**src/hdl/assert_macros.svh**
```systemverilog
// Assertion macros shared by the RTL.
`ifndef ASSERT_MACROS_SVH
`define ASSERT_MACROS_SVH
`ifndef SYNTHESIS
`define BWO_ASSERT(lbl, prop, msg) \
  lbl: assert property (@(posedge clk_i) disable iff (!rst_ni) prop) else $error(msg);
`define BWO_ASSERT_ALWAYS(lbl, prop, msg) \
  lbl: assert property (@(posedge clk_i) prop) else $error(msg);
`else
`define BWO_ASSERT(lbl, prop, msg)
`define BWO_ASSERT_ALWAYS(lbl, prop, msg)
`endif
`endif

```
**src/hdl/bwo_pkg.sv**
```systemverilog
// Shared types, constants, curve ROM and microprogram of the Bezier wave oscillator.
package bwo_pkg;

  localparam int FRAC_BITS = 16;
  localparam logic [16:0] ONE_T = 17'h10000;

  localparam int SEGMENTS_DEF     = 4;
  localparam int NEWTON_STEPS_DEF = 4;
  localparam int BISECT_STEPS_DEF = 4;

  localparam int ACC_W = 24;
  localparam int D1_W  = ACC_W + 2;
  localparam int DX_W  = ACC_W + 1;
  localparam int NUM_W = DX_W + FRAC_BITS;

  localparam logic [3:0] STEP_VAL_LAST = 4'd10;
  localparam logic [3:0] STEP_DRAIN    = 4'd14;

  // Control points, signed Q2.14: [segment][point]
  localparam logic signed [15:0] ROM_X [4][4] = '{
    '{16'sd0,     16'sd2490,  16'sd3162,  16'sd4424},
    '{16'sd4424,  16'sd5063,  16'sd6308,  16'sd9011},
    '{16'sd9011,  16'sd11731, 16'sd12534, 16'sd14041},
    '{16'sd14041, 16'sd15548, 16'sd14778, 16'sd16384}
  };
  localparam logic signed [15:0] ROM_Y [4][4] = '{
    '{16'sd15630,  16'sd15630,  -16'sd197,   -16'sd11649},
    '{-16'sd11649, -16'sd16384, -16'sd16335, -16'sd16286},
    '{-16'sd16286, -16'sd16237, -16'sd17416, -16'sd10551},
    '{-16'sd10551, -16'sd3703,  16'sd15630,  16'sd15630}
  };

  typedef enum logic [3:0] {
    A_U, A_UU, A_TT, A_UT, A_B0, A_B1, A_B2, A_B3, A_T
  } asel_e;

  typedef enum logic [3:0] {
    B_U, B_T, B_TT, B_P0, B_P1, B_P2, B_P3, B_D10, B_D21, B_D32
  } bsel_e;

  typedef enum logic [3:0] {
    D_NONE, D_UU, D_TT, D_UT, D_B0, D_B1, D_B2, D_B3,
    D_ACC_SET, D_ACC_ADD, D_DAC_SET, D_DAC_ADD2, D_DAC_ADD
  } dst_e;

  typedef enum logic [2:0] {
    ACT_NONE, ACT_SETUP, ACT_NDEC, ACT_NUPD, ACT_BDEC, ACT_OUTPUT
  } act_e;

  typedef struct packed {
    asel_e a_sel;
    bsel_e b_sel;
    dst_e  dst;
  } mop_t;

  typedef struct packed {
    act_e act;
    mop_t mop;
    logic use_y;
    logic load_phase;
  } ctrl_t;

  typedef struct packed {
    logic dx_zero;
    logic d1_zero;
    logic div_busy;
  } stat_t;

  // Control point scaled to Q.16 (Q2.14 shifted left by two)
  function automatic logic signed [17:0] rom_pt(logic [1:0] seg, logic [1:0] k, logic use_y);
    logic signed [15:0] v;
    v = use_y ? ROM_Y[seg][k] : ROM_X[seg][k];
    return {v, 2'b00};
  endfunction

  // One multiply per step; each product is registered together with its destination, then written back.
  function automatic mop_t prog_cmd(logic [3:0] step);
    mop_t m;
    m = '{a_sel: A_U, b_sel: B_U, dst: D_NONE};
    case (step)
      4'd0:    m = '{a_sel: A_U,  b_sel: B_U,   dst: D_UU};
      4'd1:    m = '{a_sel: A_U,  b_sel: B_T,   dst: D_UT};
      4'd2:    m = '{a_sel: A_T,  b_sel: B_T,   dst: D_TT};
      4'd3:    m = '{a_sel: A_UU, b_sel: B_U,   dst: D_B0};
      4'd4:    m = '{a_sel: A_UU, b_sel: B_T,   dst: D_B1};
      4'd5:    m = '{a_sel: A_U,  b_sel: B_TT,  dst: D_B2};
      4'd6:    m = '{a_sel: A_TT, b_sel: B_T,   dst: D_B3};
      4'd7:    m = '{a_sel: A_B0, b_sel: B_P0,  dst: D_ACC_SET};
      4'd8:    m = '{a_sel: A_B1, b_sel: B_P1,  dst: D_ACC_ADD};
      4'd9:    m = '{a_sel: A_B2, b_sel: B_P2,  dst: D_ACC_ADD};
      4'd10:   m = '{a_sel: A_B3, b_sel: B_P3,  dst: D_ACC_ADD};
      4'd11:   m = '{a_sel: A_UU, b_sel: B_D10, dst: D_DAC_SET};
      4'd12:   m = '{a_sel: A_UT, b_sel: B_D21, dst: D_DAC_ADD2};
      4'd13:   m = '{a_sel: A_TT, b_sel: B_D32, dst: D_DAC_ADD};
      default: m = '{a_sel: A_U,  b_sel: B_U,   dst: D_NONE};
    endcase
    return m;
  endfunction

endpackage

```
**src/hdl/bwo_div.sv**
```systemverilog
// Serial restoring divider, signed operands, quotient truncated toward zero.
module bwo_div #(
  parameter int NW = 41,
  parameter int DW = 26
) (
  input  logic                 clk_i,
  input  logic                 rst_ni,
  input  logic                 start_i,
  input  logic signed [NW-1:0] num_i,
  input  logic signed [DW-1:0] den_i,
  output logic                 busy_o,
  output logic signed [NW:0]   quo_o
);
  localparam int CW = $clog2(NW + 1);

  logic [NW-1:0] a_q, a_d;
  logic [DW-1:0] r_q, r_d, dm_q, dm_d;
  logic [CW-1:0] cnt_q, cnt_d;
  logic          neg_q, neg_d, busy_q, busy_d;
  logic [DW+1:0] trial;

  always_comb begin
    trial  = {1'b0, r_q, a_q[NW-1]} - {2'b00, dm_q};
    a_d    = a_q;
    r_d    = r_q;
    dm_d   = dm_q;
    neg_d  = neg_q;
    cnt_d  = cnt_q;
    busy_d = busy_q;
    if (start_i) begin
      a_d    = num_i[NW-1] ? NW'(-num_i) : NW'(num_i);
      dm_d   = den_i[DW-1] ? DW'(-den_i) : DW'(den_i);
      neg_d  = num_i[NW-1] ^ den_i[DW-1];
      r_d    = '0;
      cnt_d  = CW'(NW);
      busy_d = 1'b1;
    end else if (busy_q) begin
      if (!trial[DW+1]) begin
        r_d = trial[DW-1:0];
        a_d = {a_q[NW-2:0], 1'b1};
      end else begin
        r_d = {r_q[DW-2:0], a_q[NW-1]};
        a_d = {a_q[NW-2:0], 1'b0};
      end
      cnt_d = cnt_q - CW'(1);
      if (cnt_q == CW'(1)) begin
        busy_d = 1'b0;
      end
    end
  end

  always_ff @(posedge clk_i or negedge rst_ni) begin
    if (!rst_ni) begin
      busy_q <= 1'b0;
      cnt_q  <= '0;
    end else begin
      busy_q <= busy_d;
      cnt_q  <= cnt_d;
    end
  end

  always_ff @(posedge clk_i) begin
    a_q   <= a_d;
    r_q   <= r_d;
    dm_q  <= dm_d;
    neg_q <= neg_d;
  end

  assign busy_o = busy_q;
  assign quo_o  = neg_q ? -$signed({1'b0, a_q}) : $signed({1'b0, a_q});
endmodule

```
**src/hdl/bwo_datapath.sv**
```systemverilog
// Datapath: segment pick, shared multiplier, bracket registers, divider and output.
module bwo_datapath #(
  parameter int SEGMENTS = 4
) (
  input  logic           clk_i,
  input  logic           rst_ni,
  input  bwo_pkg::ctrl_t ctrl_i,
  input  logic [15:0]    phase_i,
  output bwo_pkg::stat_t stat_o,
  output logic [15:0]    sample_o
);
  import bwo_pkg::*;

  logic [15:0] phase_q;
  logic [1:0]  seg_q, prior_seg_q, seg_find;
  logic [16:0] t_q, lo_q, hi_q, prior_t_q;
  logic [16:0] uu_q, tt_q, ut_q, b0_q, b3_q;
  logic [17:0] b1_q, b2_q;
  logic signed [ACC_W-1:0] acc_q, dac_q;
  logic signed [39:0] prod_q;
  dst_e        dst_q;
  logic [15:0] out_q;

  logic [16:0] u;
  logic signed [19:0] a_op, b_op;
  logic signed [ACC_W-1:0] sh, sh3;
  logic signed [17:0] p0, p1, p2, p3;
  logic signed [DX_W-1:0] dx;
  logic signed [D1_W-1:0] d1;
  logic [16:0] nlo, nhi, mid_n, mid_c;
  logic signed [NUM_W:0] quo;
  logic signed [NUM_W+1:0] tn;
  logic        div_busy, div_start, gt;
  logic signed [ACC_W-1:0] yc;
  logic signed [ACC_W-1:0] ny;

  assign u  = ONE_T - t_q;
  assign p0 = rom_pt(seg_q, 2'd0, ctrl_i.use_y);
  assign p1 = rom_pt(seg_q, 2'd1, ctrl_i.use_y);
  assign p2 = rom_pt(seg_q, 2'd2, ctrl_i.use_y);
  assign p3 = rom_pt(seg_q, 2'd3, ctrl_i.use_y);

  // First segment whose end x reaches the phase; the last segment otherwise
  always_comb begin
    seg_find = 2'(SEGMENTS - 1);
    for (int i = SEGMENTS - 1; i >= 0; i--) begin
      if ($signed({2'b00, phase_q}) <= $signed({ROM_X[i % 4][3], 2'b00})) begin
        seg_find = 2'(i);
      end
    end
  end

  always_comb begin
    case (ctrl_i.mop.a_sel)
      A_U:     a_op = $signed({3'b000, u});
      A_T:     a_op = $signed({3'b000, t_q});
      A_UU:    a_op = $signed({3'b000, uu_q});
      A_TT:    a_op = $signed({3'b000, tt_q});
      A_UT:    a_op = $signed({3'b000, ut_q});
      A_B0:    a_op = $signed({3'b000, b0_q});
      A_B1:    a_op = $signed({2'b00, b1_q});
      A_B2:    a_op = $signed({2'b00, b2_q});
      A_B3:    a_op = $signed({3'b000, b3_q});
      default: a_op = '0;
    endcase
    case (ctrl_i.mop.b_sel)
      B_U:     b_op = $signed({3'b000, u});
      B_T:     b_op = $signed({3'b000, t_q});
      B_TT:    b_op = $signed({3'b000, tt_q});
      B_P0:    b_op = 20'(p0);
      B_P1:    b_op = 20'(p1);
      B_P2:    b_op = 20'(p2);
      B_P3:    b_op = 20'(p3);
      B_D10:   b_op = 20'(p1) - 20'(p0);
      B_D21:   b_op = 20'(p2) - 20'(p1);
      B_D32:   b_op = 20'(p3) - 20'(p2);
      default: b_op = '0;
    endcase
  end

  // Floor shift of the registered product back to Q.16
  assign sh  = prod_q[39:16];
  assign sh3 = sh + (sh <<< 1);

  assign dx = $signed({acc_q[ACC_W-1], acc_q}) - $signed({{(DX_W-16){1'b0}}, phase_q});
  assign d1 = $signed({{2{dac_q[ACC_W-1]}}, dac_q}) + $signed({dac_q[ACC_W-1], dac_q, 1'b0});
  assign gt = $signed({acc_q[ACC_W-1], acc_q}) > $signed({{(DX_W-16){1'b0}}, phase_q});

  assign nlo   = (dx > 0) ? lo_q : t_q;
  assign nhi   = (dx > 0) ? t_q : hi_q;
  assign mid_n = 17'(({1'b0, nlo} + {1'b0, nhi}) >> 1);
  assign mid_c = 17'(({1'b0, lo_q} + {1'b0, hi_q}) >> 1);

  assign div_start = (ctrl_i.act == ACT_NDEC) && (dx != 0) && (d1 != 0);

  bwo_div #(.NW(NUM_W), .DW(D1_W)) u_div (
    .clk_i   (clk_i),
    .rst_ni  (rst_ni),
    .start_i (div_start),
    .num_i   ({dx, {FRAC_BITS{1'b0}}}),
    .den_i   (d1),
    .busy_o  (div_busy),
    .quo_o   (quo)
  );

  assign tn = $signed({{(NUM_W - 16){1'b0}}, t_q}) - $signed({quo[NUM_W], quo});

  always_comb begin
    yc = acc_q;
    if (acc_q < -$signed({{(ACC_W-17){1'b0}}, ONE_T})) yc = -$signed({{(ACC_W-17){1'b0}}, ONE_T});
    if (acc_q >  $signed({{(ACC_W-17){1'b0}}, ONE_T})) yc =  $signed({{(ACC_W-17){1'b0}}, ONE_T});
    ny = -yc;
  end

  always_ff @(posedge clk_i or negedge rst_ni) begin
    if (!rst_ni) begin
      prior_t_q   <= '0;
      prior_seg_q <= '0;
      dst_q       <= D_NONE;
    end else begin
      dst_q <= ctrl_i.mop.dst;
      if (ctrl_i.act == ACT_OUTPUT) begin
        prior_t_q   <= t_q;
        prior_seg_q <= seg_q;
      end
    end
  end

  always_ff @(posedge clk_i) begin
    prod_q <= a_op * b_op;
    if (ctrl_i.load_phase) begin
      phase_q <= phase_i;
    end
    case (dst_q)
      D_UU:       uu_q  <= sh[16:0];
      D_TT:       tt_q  <= sh[16:0];
      D_UT:       ut_q  <= sh[16:0];
      D_B0:       b0_q  <= sh[16:0];
      D_B1:       b1_q  <= sh3[17:0];
      D_B2:       b2_q  <= sh3[17:0];
      D_B3:       b3_q  <= sh[16:0];
      D_ACC_SET:  acc_q <= sh;
      D_ACC_ADD:  acc_q <= acc_q + sh;
      D_DAC_SET:  dac_q <= sh;
      D_DAC_ADD2: dac_q <= dac_q + (sh <<< 1);
      D_DAC_ADD:  dac_q <= dac_q + sh;
      default:    ;
    endcase
    case (ctrl_i.act)
      ACT_SETUP: begin
        seg_q <= seg_find;
        t_q   <= (seg_find != prior_seg_q) ? '0 : prior_t_q;
        lo_q  <= '0;
        hi_q  <= ONE_T;
      end
      ACT_NDEC: begin
        if (dx != 0) begin
          lo_q <= nlo;
          hi_q <= nhi;
          if (d1 == 0) begin
            t_q <= mid_n;
          end
        end
      end
      ACT_NUPD: begin
        if (tn < $signed({{(NUM_W - 16){1'b0}}, lo_q}) ||
            tn > $signed({{(NUM_W - 16){1'b0}}, hi_q})) begin
          t_q <= mid_c;
        end else begin
          t_q <= tn[16:0];
        end
      end
      ACT_BDEC: begin
        if (gt) begin
          hi_q <= t_q;
          t_q  <= 17'(({1'b0, lo_q} + {1'b0, t_q}) >> 1);
        end else begin
          lo_q <= t_q;
          t_q  <= 17'(({1'b0, t_q} + {1'b0, hi_q}) >> 1);
        end
      end
      ACT_OUTPUT: begin
        // Q.16 to Q1.15 by floor shift; only +1.0 needs saturating
        if (ny > $signed(ACC_W'(65535))) begin
          out_q <= 16'h7FFF;
        end else begin
          out_q <= ny[16:1];
        end
      end
      default: ;
    endcase
  end

  assign stat_o.dx_zero  = (dx == 0);
  assign stat_o.d1_zero  = (d1 == 0);
  assign stat_o.div_busy = div_busy;
  assign sample_o        = out_q;
endmodule

```
**src/hdl/bwo_ctrl.sv**
```systemverilog
// Sequencer for the Newton, bisection and output phases.
module bwo_ctrl #(
  parameter int NEWTON_STEPS = 4,
  parameter int BISECT_STEPS = 4
) (
  input  logic           clk_i,
  input  logic           rst_ni,
  input  logic           in_valid_i,
  output logic           in_ready_o,
  output logic           out_valid_o,
  input  logic           out_ready_i,
  input  bwo_pkg::stat_t stat_i,
  output bwo_pkg::ctrl_t ctrl_o
);
  import bwo_pkg::*;

  localparam int NCW = $clog2(NEWTON_STEPS + 1);
  localparam int BCW = $clog2(BISECT_STEPS + 2);

  typedef enum logic [3:0] {
    S_IDLE, S_SETUP, S_NEVAL, S_NDEC, S_NDIV, S_NUPD, S_BEVAL, S_BDEC, S_FEVAL, S_DONE
  } state_e;

  state_e     state_q, state_d;
  logic [3:0] step_q, step_d;
  logic [NCW-1:0] ncnt_q, ncnt_d;
  logic [BCW-1:0] bcnt_q, bcnt_d;
  logic       out_valid_q, out_valid_d;
  state_e     after_newton;
  logic       n_last;

  assign after_newton = (BISECT_STEPS == 0) ? S_FEVAL : S_BEVAL;
  assign n_last       = (ncnt_q == NCW'(NEWTON_STEPS - 1));

  always_comb begin
    state_d     = state_q;
    step_d      = step_q;
    ncnt_d      = ncnt_q;
    bcnt_d      = bcnt_q;
    ctrl_o      = '{act: ACT_NONE, mop: prog_cmd(STEP_DRAIN), use_y: 1'b0, load_phase: 1'b0};
    in_ready_o  = 1'b0;
    out_valid_d = out_ready_i ? 1'b0 : out_valid_q;
    unique case (state_q)
      S_IDLE: begin
        in_ready_o        = 1'b1;
        ctrl_o.load_phase = in_valid_i;
        if (in_valid_i) state_d = S_SETUP;
      end
      S_SETUP: begin
        ctrl_o.act = ACT_SETUP;
        step_d     = '0;
        ncnt_d     = '0;
        bcnt_d     = '0;
        state_d    = S_NEVAL;
      end
      S_NEVAL, S_BEVAL, S_FEVAL: begin
        ctrl_o.mop   = prog_cmd(step_q);
        ctrl_o.use_y = (state_q == S_FEVAL);
        if (step_q == STEP_DRAIN) begin
          step_d = '0;
          unique case (state_q)
            S_NEVAL: state_d = S_NDEC;
            S_BEVAL: state_d = S_BDEC;
            default: state_d = S_DONE;
          endcase
        end else if (step_q == STEP_VAL_LAST && state_q != S_NEVAL) begin
          step_d = STEP_DRAIN;
        end else begin
          step_d = step_q + 4'd1;
        end
      end
      S_NDEC: begin
        ctrl_o.act = ACT_NDEC;
        if (stat_i.dx_zero) begin
          state_d = after_newton;
        end else if (stat_i.d1_zero) begin
          ncnt_d  = ncnt_q + NCW'(1);
          state_d = n_last ? after_newton : S_NEVAL;
        end else begin
          state_d = S_NDIV;
        end
      end
      S_NDIV: begin
        if (!stat_i.div_busy) state_d = S_NUPD;
      end
      S_NUPD: begin
        ctrl_o.act = ACT_NUPD;
        ncnt_d     = ncnt_q + NCW'(1);
        state_d    = n_last ? after_newton : S_NEVAL;
      end
      S_BDEC: begin
        ctrl_o.act = ACT_BDEC;
        bcnt_d     = bcnt_q + BCW'(1);
        state_d    = (bcnt_q == BCW'(BISECT_STEPS - 1)) ? S_FEVAL : S_BEVAL;
      end
      S_DONE: begin
        // Hold the result until the output register is free
        if (!out_valid_q || out_ready_i) begin
          ctrl_o.act  = ACT_OUTPUT;
          out_valid_d = 1'b1;
          state_d     = S_IDLE;
        end
      end
      default: state_d = S_IDLE;
    endcase
  end

  always_ff @(posedge clk_i or negedge rst_ni) begin
    if (!rst_ni) begin
      state_q     <= S_IDLE;
      step_q      <= '0;
      ncnt_q      <= '0;
      bcnt_q      <= '0;
      out_valid_q <= 1'b0;
    end else begin
      state_q     <= state_d;
      step_q      <= step_d;
      ncnt_q      <= ncnt_d;
      bcnt_q      <= bcnt_d;
      out_valid_q <= out_valid_d;
    end
  end

  assign out_valid_o = out_valid_q;
endmodule

```
**src/hdl/bezier_wave_oscillator_core.sv**
```systemverilog
// Top level of the Bezier wave oscillator: stream ports, sequencer and datapath.
//
//  channel   direction  tdata contents (lowest bit up)   accepted when
//  s_axis    in         phase[15:0], unsigned Q0.16      tvalid && tready
//  m_axis    out        wave_sample[15:0], signed Q1.15  tvalid && tready
//
// One phase transaction at a time. Once the result is written the sequencer returns to
// idle and only then takes the next phase. A Newton step runs the single shared
// multiplier, one product a cycle, and then the 41-iteration serial divider; a bisection
// step and the final evaluation skip the derivative products and the divider.
// A Newton step that converges or meets a zero derivative skips the divider.
// Reset clears the sequencer, the divider's busy flag and count, the pending product
// destination and the stored t and segment; nothing else is swept.
// A finished sample waits in the output register; a stalled output only holds
// the next result back once it is ready to be written.
module bezier_wave_oscillator_core #(
  parameter int SEGMENTS     = bwo_pkg::SEGMENTS_DEF,
  parameter int NEWTON_STEPS = bwo_pkg::NEWTON_STEPS_DEF,
  parameter int BISECT_STEPS = bwo_pkg::BISECT_STEPS_DEF
) (
  input  logic        clk_i,
  input  logic        rst_ni,
  input  logic        s_axis_tvalid_i,
  output logic        s_axis_tready_o,
  input  logic [15:0] s_axis_tdata_i,   // [15:0] phase
  output logic        m_axis_tvalid_o,
  input  logic        m_axis_tready_i,
  output logic [15:0] m_axis_tdata_o    // [15:0] wave_sample
);
  import bwo_pkg::*;

  `include "assert_macros.svh"

  ctrl_t ctrl;
  stat_t stat;

  // Sequencer: walks setup, Newton, bisection and final evaluation
  bwo_ctrl #(
    .NEWTON_STEPS (NEWTON_STEPS),
    .BISECT_STEPS (BISECT_STEPS)
  ) u_ctrl (
    .clk_i       (clk_i),
    .rst_ni      (rst_ni),
    .in_valid_i  (s_axis_tvalid_i),
    .in_ready_o  (s_axis_tready_o),
    .out_valid_o (m_axis_tvalid_o),
    .out_ready_i (m_axis_tready_i),
    .stat_i      (stat),
    .ctrl_o      (ctrl)
  );

  // Datapath: curve arithmetic, bracket, divider and output register
  bwo_datapath #(
    .SEGMENTS (SEGMENTS)
  ) u_dp (
    .clk_i    (clk_i),
    .rst_ni   (rst_ni),
    .ctrl_i   (ctrl),
    .phase_i  (s_axis_tdata_i),
    .stat_o   (stat),
    .sample_o (m_axis_tdata_o)
  );

  // Only one transaction in flight: ready drops straight after an accept
  `BWO_ASSERT(a_one_in_flight, (s_axis_tvalid_i && s_axis_tready_o) |=> !s_axis_tready_o, "second phase accepted while busy")
  // A new result appears only through the output action
  `BWO_ASSERT(a_out_from_action, $rose(m_axis_tvalid_o) |-> $past(ctrl.act == ACT_OUTPUT), "output valid without a result")
  // The divider is quiet whenever the block waits for input
  `BWO_ASSERT(a_div_idle, s_axis_tready_o |-> !stat.div_busy, "divider busy while idle")
  // Reset leaves no result pending
  `BWO_ASSERT_ALWAYS(a_reset_clear, !rst_ni |=> !m_axis_tvalid_o, "output valid during reset")
endmodule
```
**config.mk**
```make
export PLATFORM = sky130hd
export DESIGN_NAME = bezier_wave_oscillator_core
export DESIGN_NICKNAME = d
export VERILOG_FILES = /design/src/hdl/bwo_pkg.sv /design/src/hdl/bwo_div.sv /design/src/hdl/bwo_datapath.sv /design/src/hdl/bwo_ctrl.sv /design/src/hdl/bezier_wave_oscillator_core.sv
export VERILOG_INCLUDE_DIRS = /design/src /design/src/hdl
export SDC_FILE = /design/constraint.sdc
export NUM_CORES = 2
export LEC_CHECK = 0
export ABC_AREA = 1
export BUFFER_PORTS_ARGS = -buffer_cell sky130_fd_sc_hd__buf_2
export CELL_PAD_IN_SITES_DETAIL_PLACEMENT = 1
export CELL_PAD_IN_SITES_GLOBAL_PLACEMENT = 2
export CORE_UTILIZATION = 39
export DETAILED_ROUTE_END_ITERATION = 7
export HOLD_SLACK_MARGIN = 0.02
export PLACE_DENSITY_LB_ADDON = 0.12
export SLEW_MARGIN = 15
export SYNTH_ARGS = -nofsm -noshare
export SYNTH_HDL_FRONTEND = slang
export SYNTH_SLANG_ARGS = --single-unit
```
**constraint.sdc**
```tcl
create_clock -name clk_i -period 12.05 [get_ports clk_i]
set_input_delay 0.6025 -clock clk_i [delete_from_list [all_inputs] [get_ports clk_i]]
set_output_delay 0.6025 -clock clk_i [all_outputs]
set_load 0.02 [all_outputs]
```
# Word-level counts from Yosys, hierarchy flattened
# Memories as Yosys holds them, arrays and structs flattened.
# Cells that the tools add are included.
[classes]
bitwise_logic = 2
multipliers = 1
n_reduce_logical = 27
n_eq_ne = 60
addsub = 24
magnitude_cmp = 11
shifts = 0
n_div = 0
n_mux = 70
[op_table]
columns = ["cell", "n"]
rows = [
  ["64-bit binary-select mux with 2-bit select", 2],
  ["64-bit 2-to-1 mux", 4],
  ["20-bit one-hot mux with 10 select lines", 1],
  ["17-bit 2-to-1 mux", 11],
  ["18-bit one-hot mux with 9 select lines", 1],
  ["41-bit 2-to-1 mux", 3],
  ["17-bit one-hot mux with 3 select lines", 2],
  ["17-bit by 17-bit adder with 18-bit output", 4],
  ["24-bit one-hot mux with 3 select lines", 1],
  ["17-bit one-hot mux with 4 select lines", 1],
  ["4-bit by 3-bit == test with 1-bit output, second input constant", 16],
  ["32-bit zero test", 2],
  ["16-bit 2-to-1 mux", 4],
  ["32-bit nonzero test", 2],
  ["18-bit by 18-bit subtractor with 19-bit output", 3],
  ["24-bit by 23-bit adder with 24-bit output", 2],
  ["4-bit == test, second input constant", 12],
  ["24-bit 2-to-1 mux", 2],
  ["24-bit one-hot mux with 2 select lines", 1],
  ["43-bit by 18-bit greater-than comparator with 1-bit output", 1],
  ["43-bit by 18-bit < comparator with 1-bit output", 1],
  ["18-bit by 42-bit subtractor with 43-bit output", 1],
  ["42-bit 2-to-1 mux", 1],
  ["41-bit negator with 42-bit output", 1],
  ["56 further kinds", 116],
]
[word_totals]
ramBits = 0
memories = 1
input_bits = 20
rom_bits = 192
ff_bits = 432
latchBits = 0
[memory_table]
columns = ["memory", "depth", "word_bits", "read_ports", "rd_clocked_by_memory_dff", "wr", "line", "source"]
rows = [
  ["(no name shown)", 16, 12, 1, 0, 0, "bwo_pkg.sv:80", "case (step)"],
]

# Depth between registers and ports, before layout
[logic_depth]
depth_word = 8
ltp_mapped = 48
depth_no_buf = 46

# Modules after synthesis
# From an unflattened synthesis, not the netlist that was laid out.
[hier_totals]
cells_unflattened = 7103
hier_area_um2 = 51348.0
[modules_own_cells]
columns = ["mod", "area_each_um2", "instances", "seq_area_each_um2", "cells_per_inst"]
rows = [
  ["bwo_datapath", 41060.6, 1, 8663.3, 5518],
  ["bwo_div", 9009.9, 1, 2737.6, 1403],
  ["bwo_ctrl", 1277.5, 1, 375.4, 182],
]

# Least setup slack after synthesis
# No wires, ideal clock.
[synth_timing]
kind = "flip-flop to flip-flop"
from = "register u_dp.seg_q[0]"
to = "register u_dp.prod_q[35]"
path_stages_with_launch = 47
path_buffers = 2
required_time_ps = 11938
period_less_slack_ps = 8958
arrival_time_ps = 8845
slack_ps = 3092
path_cell_list = "edfxtp_1 -> clkbuf_1 -> inv_1 -> ha_1 -> inv_1 -> nor2_1 -> inv_1 -> nand2_1 -> ha_1 -> a21oi_1 -> inv_1 -> o21ai_0 -> nand2_1 -> a21oi_1 -> o21ai_0 -> inv_1 -> nor2_1 -> o31ai_1 -> [11 not listed] -> fa_1 -> inv_1 -> fa_1 -> inv_1 -> fa_1 -> inv_1 -> fa_1 -> inv_1 -> ha_1 -> nand2_1 -> nor2_1 -> inv_1 -> nor2_1 -> nand3_1 -> o21ai_1 -> nand2_1 -> nand3_1 -> nand2_1"
[synth_between]
elab_chain_cells = 8
[synth_lines]
columns = ["element", "line", "source"]
rows = [
  ["start: declaration", "bwo_datapath.sv:15", "logic [1:0] seg_q, prior_seg_q, seg_find;"],
  ["start signal: assignment", "bwo_datapath.sv:151", "seg_q <= seg_find;"],
  ["2-bit inverter with 3-bit output (not written as such) *", "bwo_pkg.sv:72", "v = use_y ? ROM_Y[seg][k] : ROM_X[seg][k];"],
  ["64-bit binary-select mux with 2-bit select", "bwo_pkg.sv:72", ""],
  ["64-bit 2-to-1 mux (not written as such) (2 in a row)", "bwo_pkg.sv:72", ""],
  ["16-bit 2-to-1 mux", "bwo_pkg.sv:72", ""],
  ["18-bit by 18-bit subtractor with 19-bit output (on tied branches)", "bwo_datapath.sv:76, bwo_datapath.sv:74, bwo_datapath.sv:75", ""],
  ["20-bit one-hot mux with 10 select lines *", "bwo_datapath.sv:66", "case (ctrl_i.mop.b_sel)"],
  ["19-bit by 20-bit multiplier with 39-bit output *", "bwo_datapath.sv:130", "prod_q <= a_op * b_op;"],
  ["end signal: assignment", "bwo_datapath.sv:130", ""],
  ["end: declaration", "bwo_datapath.sv:20", "logic signed [39:0] prod_q;"],
]
# Every way passes the cells marked *; elsewhere a longest branch is shown, timed or not. The select of a mux whose other input is x is not followed.
# A chain may end at the register's enable or synchronous reset.

# Worst setup path after layout
# Ends and elaborated chain as after synthesis.

==> results.tsv <==
metric	value	unit
synth warn	0	
DRC Markers	0	
Vert. Die Dim	359	um
Synth cell types	74	
die area	0.129	mm^2
CP Max Fanout	18	
CTS Buffer Depth	3	
DP Wirelength	151000	um
RSZ-0062 raised after global routing	no	
Placed Instances	8331	
Worst setup startpoint	u_dp.seg_q[0]	
setup violators final	0	
Crit path required time	12.60	ns
Setup WS post-layout	1.33	ns
Final Skew	0.0443	ns
number of global-route vias before repair	47400	
most used cell, CP	inv_1	
DR WL/cell	21.9	um
sequential area share after synthesis	23.7	%
worst-margin pin slew	1.26	ns
io pins	38	
die width	359	um
number of synthesized flops with an enable pin	322	
hold buffers post-CTS	0	
arrival time worst endpoint	11.27	ns
Initial Util	39.4	%
FFs w/ async S/R, synth	10.8	%
root buf cell	clkbuf_16	
share of layout cells above drive strength 1	5.38	%
postcts setup bufs	0	
CTS Sinks	416	
Core ar.	0.126	mm^2
Commonest cells post-synth	nand2_1, inv_1, nor2_1	
# resized after CTS	0	
Post-DRT Antenna Nets	0	
first-pass GRT wire length	284000	um
Yosys reg bits	416	
number of detailed-routing iterations run before antenna repair	5	
CP Class	reg -> reg	
Final GP Congestion	0.995	
WL final	185000	um
Synth Net Count	7482	
Tightest Hold Check Type	in -> async	
maximum clock frequency	93.3	MHz
Main synth FF type	edfxtp_1	
1st-iter DRT viols	2648	
H-tree depth	2	
FF-to-FF Start	u_dp.seg_q[0]	
Cell Count, Final, Fillers Out	8430	
max-slew violation total from the final report	0	
mapped cell area	0.0496	mm^2
Rel. slew slack	15.9	%
Syn Inst Count	6692	
largest net degree at the start of global routing	83	
Synth area leaders	edfxtp_1, fa_1, nand2_1	
via count	44900	
fin crit share	89.0	%
CP max stage delay	0.78	ns
Port-buffer cells	37	
pre-CTS worst setup slack	1.33	ns
Rows	130	
Hold Violations, Final	0	
DR vias/cell	5.33	
Avg Inst Size Synth	7.41	um^2
Num CTS Buffers	53	
worst skew pair latency	0.66	ns
Synth top area share	19.5	%
Reg clk slew, reported paths	0.06	ns
result of the run	finished clean	
critical path's slowest cell	fa_1	
synth-to-layout area growth	8.22	%
GRT Util Overall	28.9	%
nets@finish	7526	
Final Critical Period	10.72	ns
top-count cell post-synth	nand2_1	
CP endpoint kind	flip-flop	
Worst setup SP type	flip-flop	
grt total ovfl	0	
CTS tree	done	
MaxCap Viol Count	0	
area leader, netlist	edfxtp_1	
antenna violations before repair	3	
Fin Setup TNS	0	ns
state kept, by name, summed over array words and instances, names as in the netlist, 18 cells and up:
signal / flops
u_dp.dac_q: 24
u_dp.b2_q: 18
u_dp.acc_q: 24
u_dp.u_div.dm_q: 26
u_dp.b1_q: 18
u_dp.u_div.a_q: 41
u_dp.u_div.r_q: 26
u_dp.prod_q: 23
cells in the final DEF (no fill, tap or decap), types with 12 or more instances in the layout:
master     instances
a22o_1            15
xor2_1           175
a21o_1            12
nor2_2            31
buf_2             37
nand2_2           23
nand3b_1          24
o221ai_1          13
a221oi_1          37
o31ai_1           15
edfxtp_1         322
o22ai_1           34
dfrtp_1           45
o211ai_1          34
nor2_4            12
o21ai_1           18
xnor2_1           80
dfxtp_1           49
nor2_1           590
clkbuf_16         53
clkbuf_1          12
a21oi_1          422
or2_2             29
nand2_1         1582
o21a_1            12
o21ai_0          387
o211ai_2          13
nand4_1           48
nor4_1            21
a31oi_1           31
nand3_1          282
inv_1           1235
clkinv_1          20
fa_1             364
inv_2             22
nor3_1            58
ha_1             406
buf_4             82
logic make-up after synthesis:
logic type	after synthesis	share of synthesized area, %
AND/OR/NAND/NOR	2729	22.9
XOR/XNOR	255	4.50
flip-flops	416	23.7
buffers and inverters	1398	10.8
adder cells (fa/ha/maj)	770	24.9
AO/OA/AOI/OAI	1124	13.1
through the flow:
stage                     hold slack [ns]  utilization (%)  cell area, um^2
after floorplan                     0.307                -            49600
after global placement              0.458             41.3            52000
after detailed placement            0.474             41.3            52000
after CTS                          0.0448             42.6            53700
after global routing               0.0880             42.6            53700
final                              0.0678             42.6            53700
final cells by class:
type                    count  area, um^2
fillers                 15800       72200
multi-input cells        4878       32600
flip-flops and latches    416       11800
inverters                1268        4760
well taps                1650        2060
clock buffers              69        1430
repair buffers            119         801
clock inverters            29         287
diodes                      1        2.50
worst paths after layout:
path                                           end  slack (ns)  cells past startpoint
worst min register to register  u_dp.u_div.r_q[25]        0.48                      2
max in group asynchronous       u_dp.prior_t_q[15]       11.46                      2
worst min-delay path              u_ctrl.ncnt_q[2]        0.07                      2
worst max-delay path               u_dp.prod_q[35]        1.33                     45
min in group clk_i                u_dp.phase_q[15]        0.12                      1
worst max register to register     u_dp.prod_q[35]        1.33                     45
worst max-delay path, delay by kind of cell, from the launching register on:
kind	cells	cell delay, ns
and+or+nand+nor	14	2.00
AOI/OAI and AO/OA	8	1.54
DFF	1	0.61
buffers and inverters	14	1.92
adders and majority gates	9	4.50
per-layer routing:
| metal | part of all wire, % | global-route usage (%) | routed length (um) | up-vias |
|---|---|---|---|---|
| met2 | 49 | 51.1 | 90700 | 760 |
| li1 | - | - | - | 21700 |
| met3 | 3.5 | 2.68 | 6490 | 229 |
| met5 | 0 | 0 | 0 | - |
| met4 | 2.9 | 7.87 | 5340 | 0 |
| met1 | 44 | 37.3 | 82100 | 22300 |
Power is left out: the tool's default activity adds up to more than one toggle a clock period on the data nets, which glitch-free logic cannot reach.
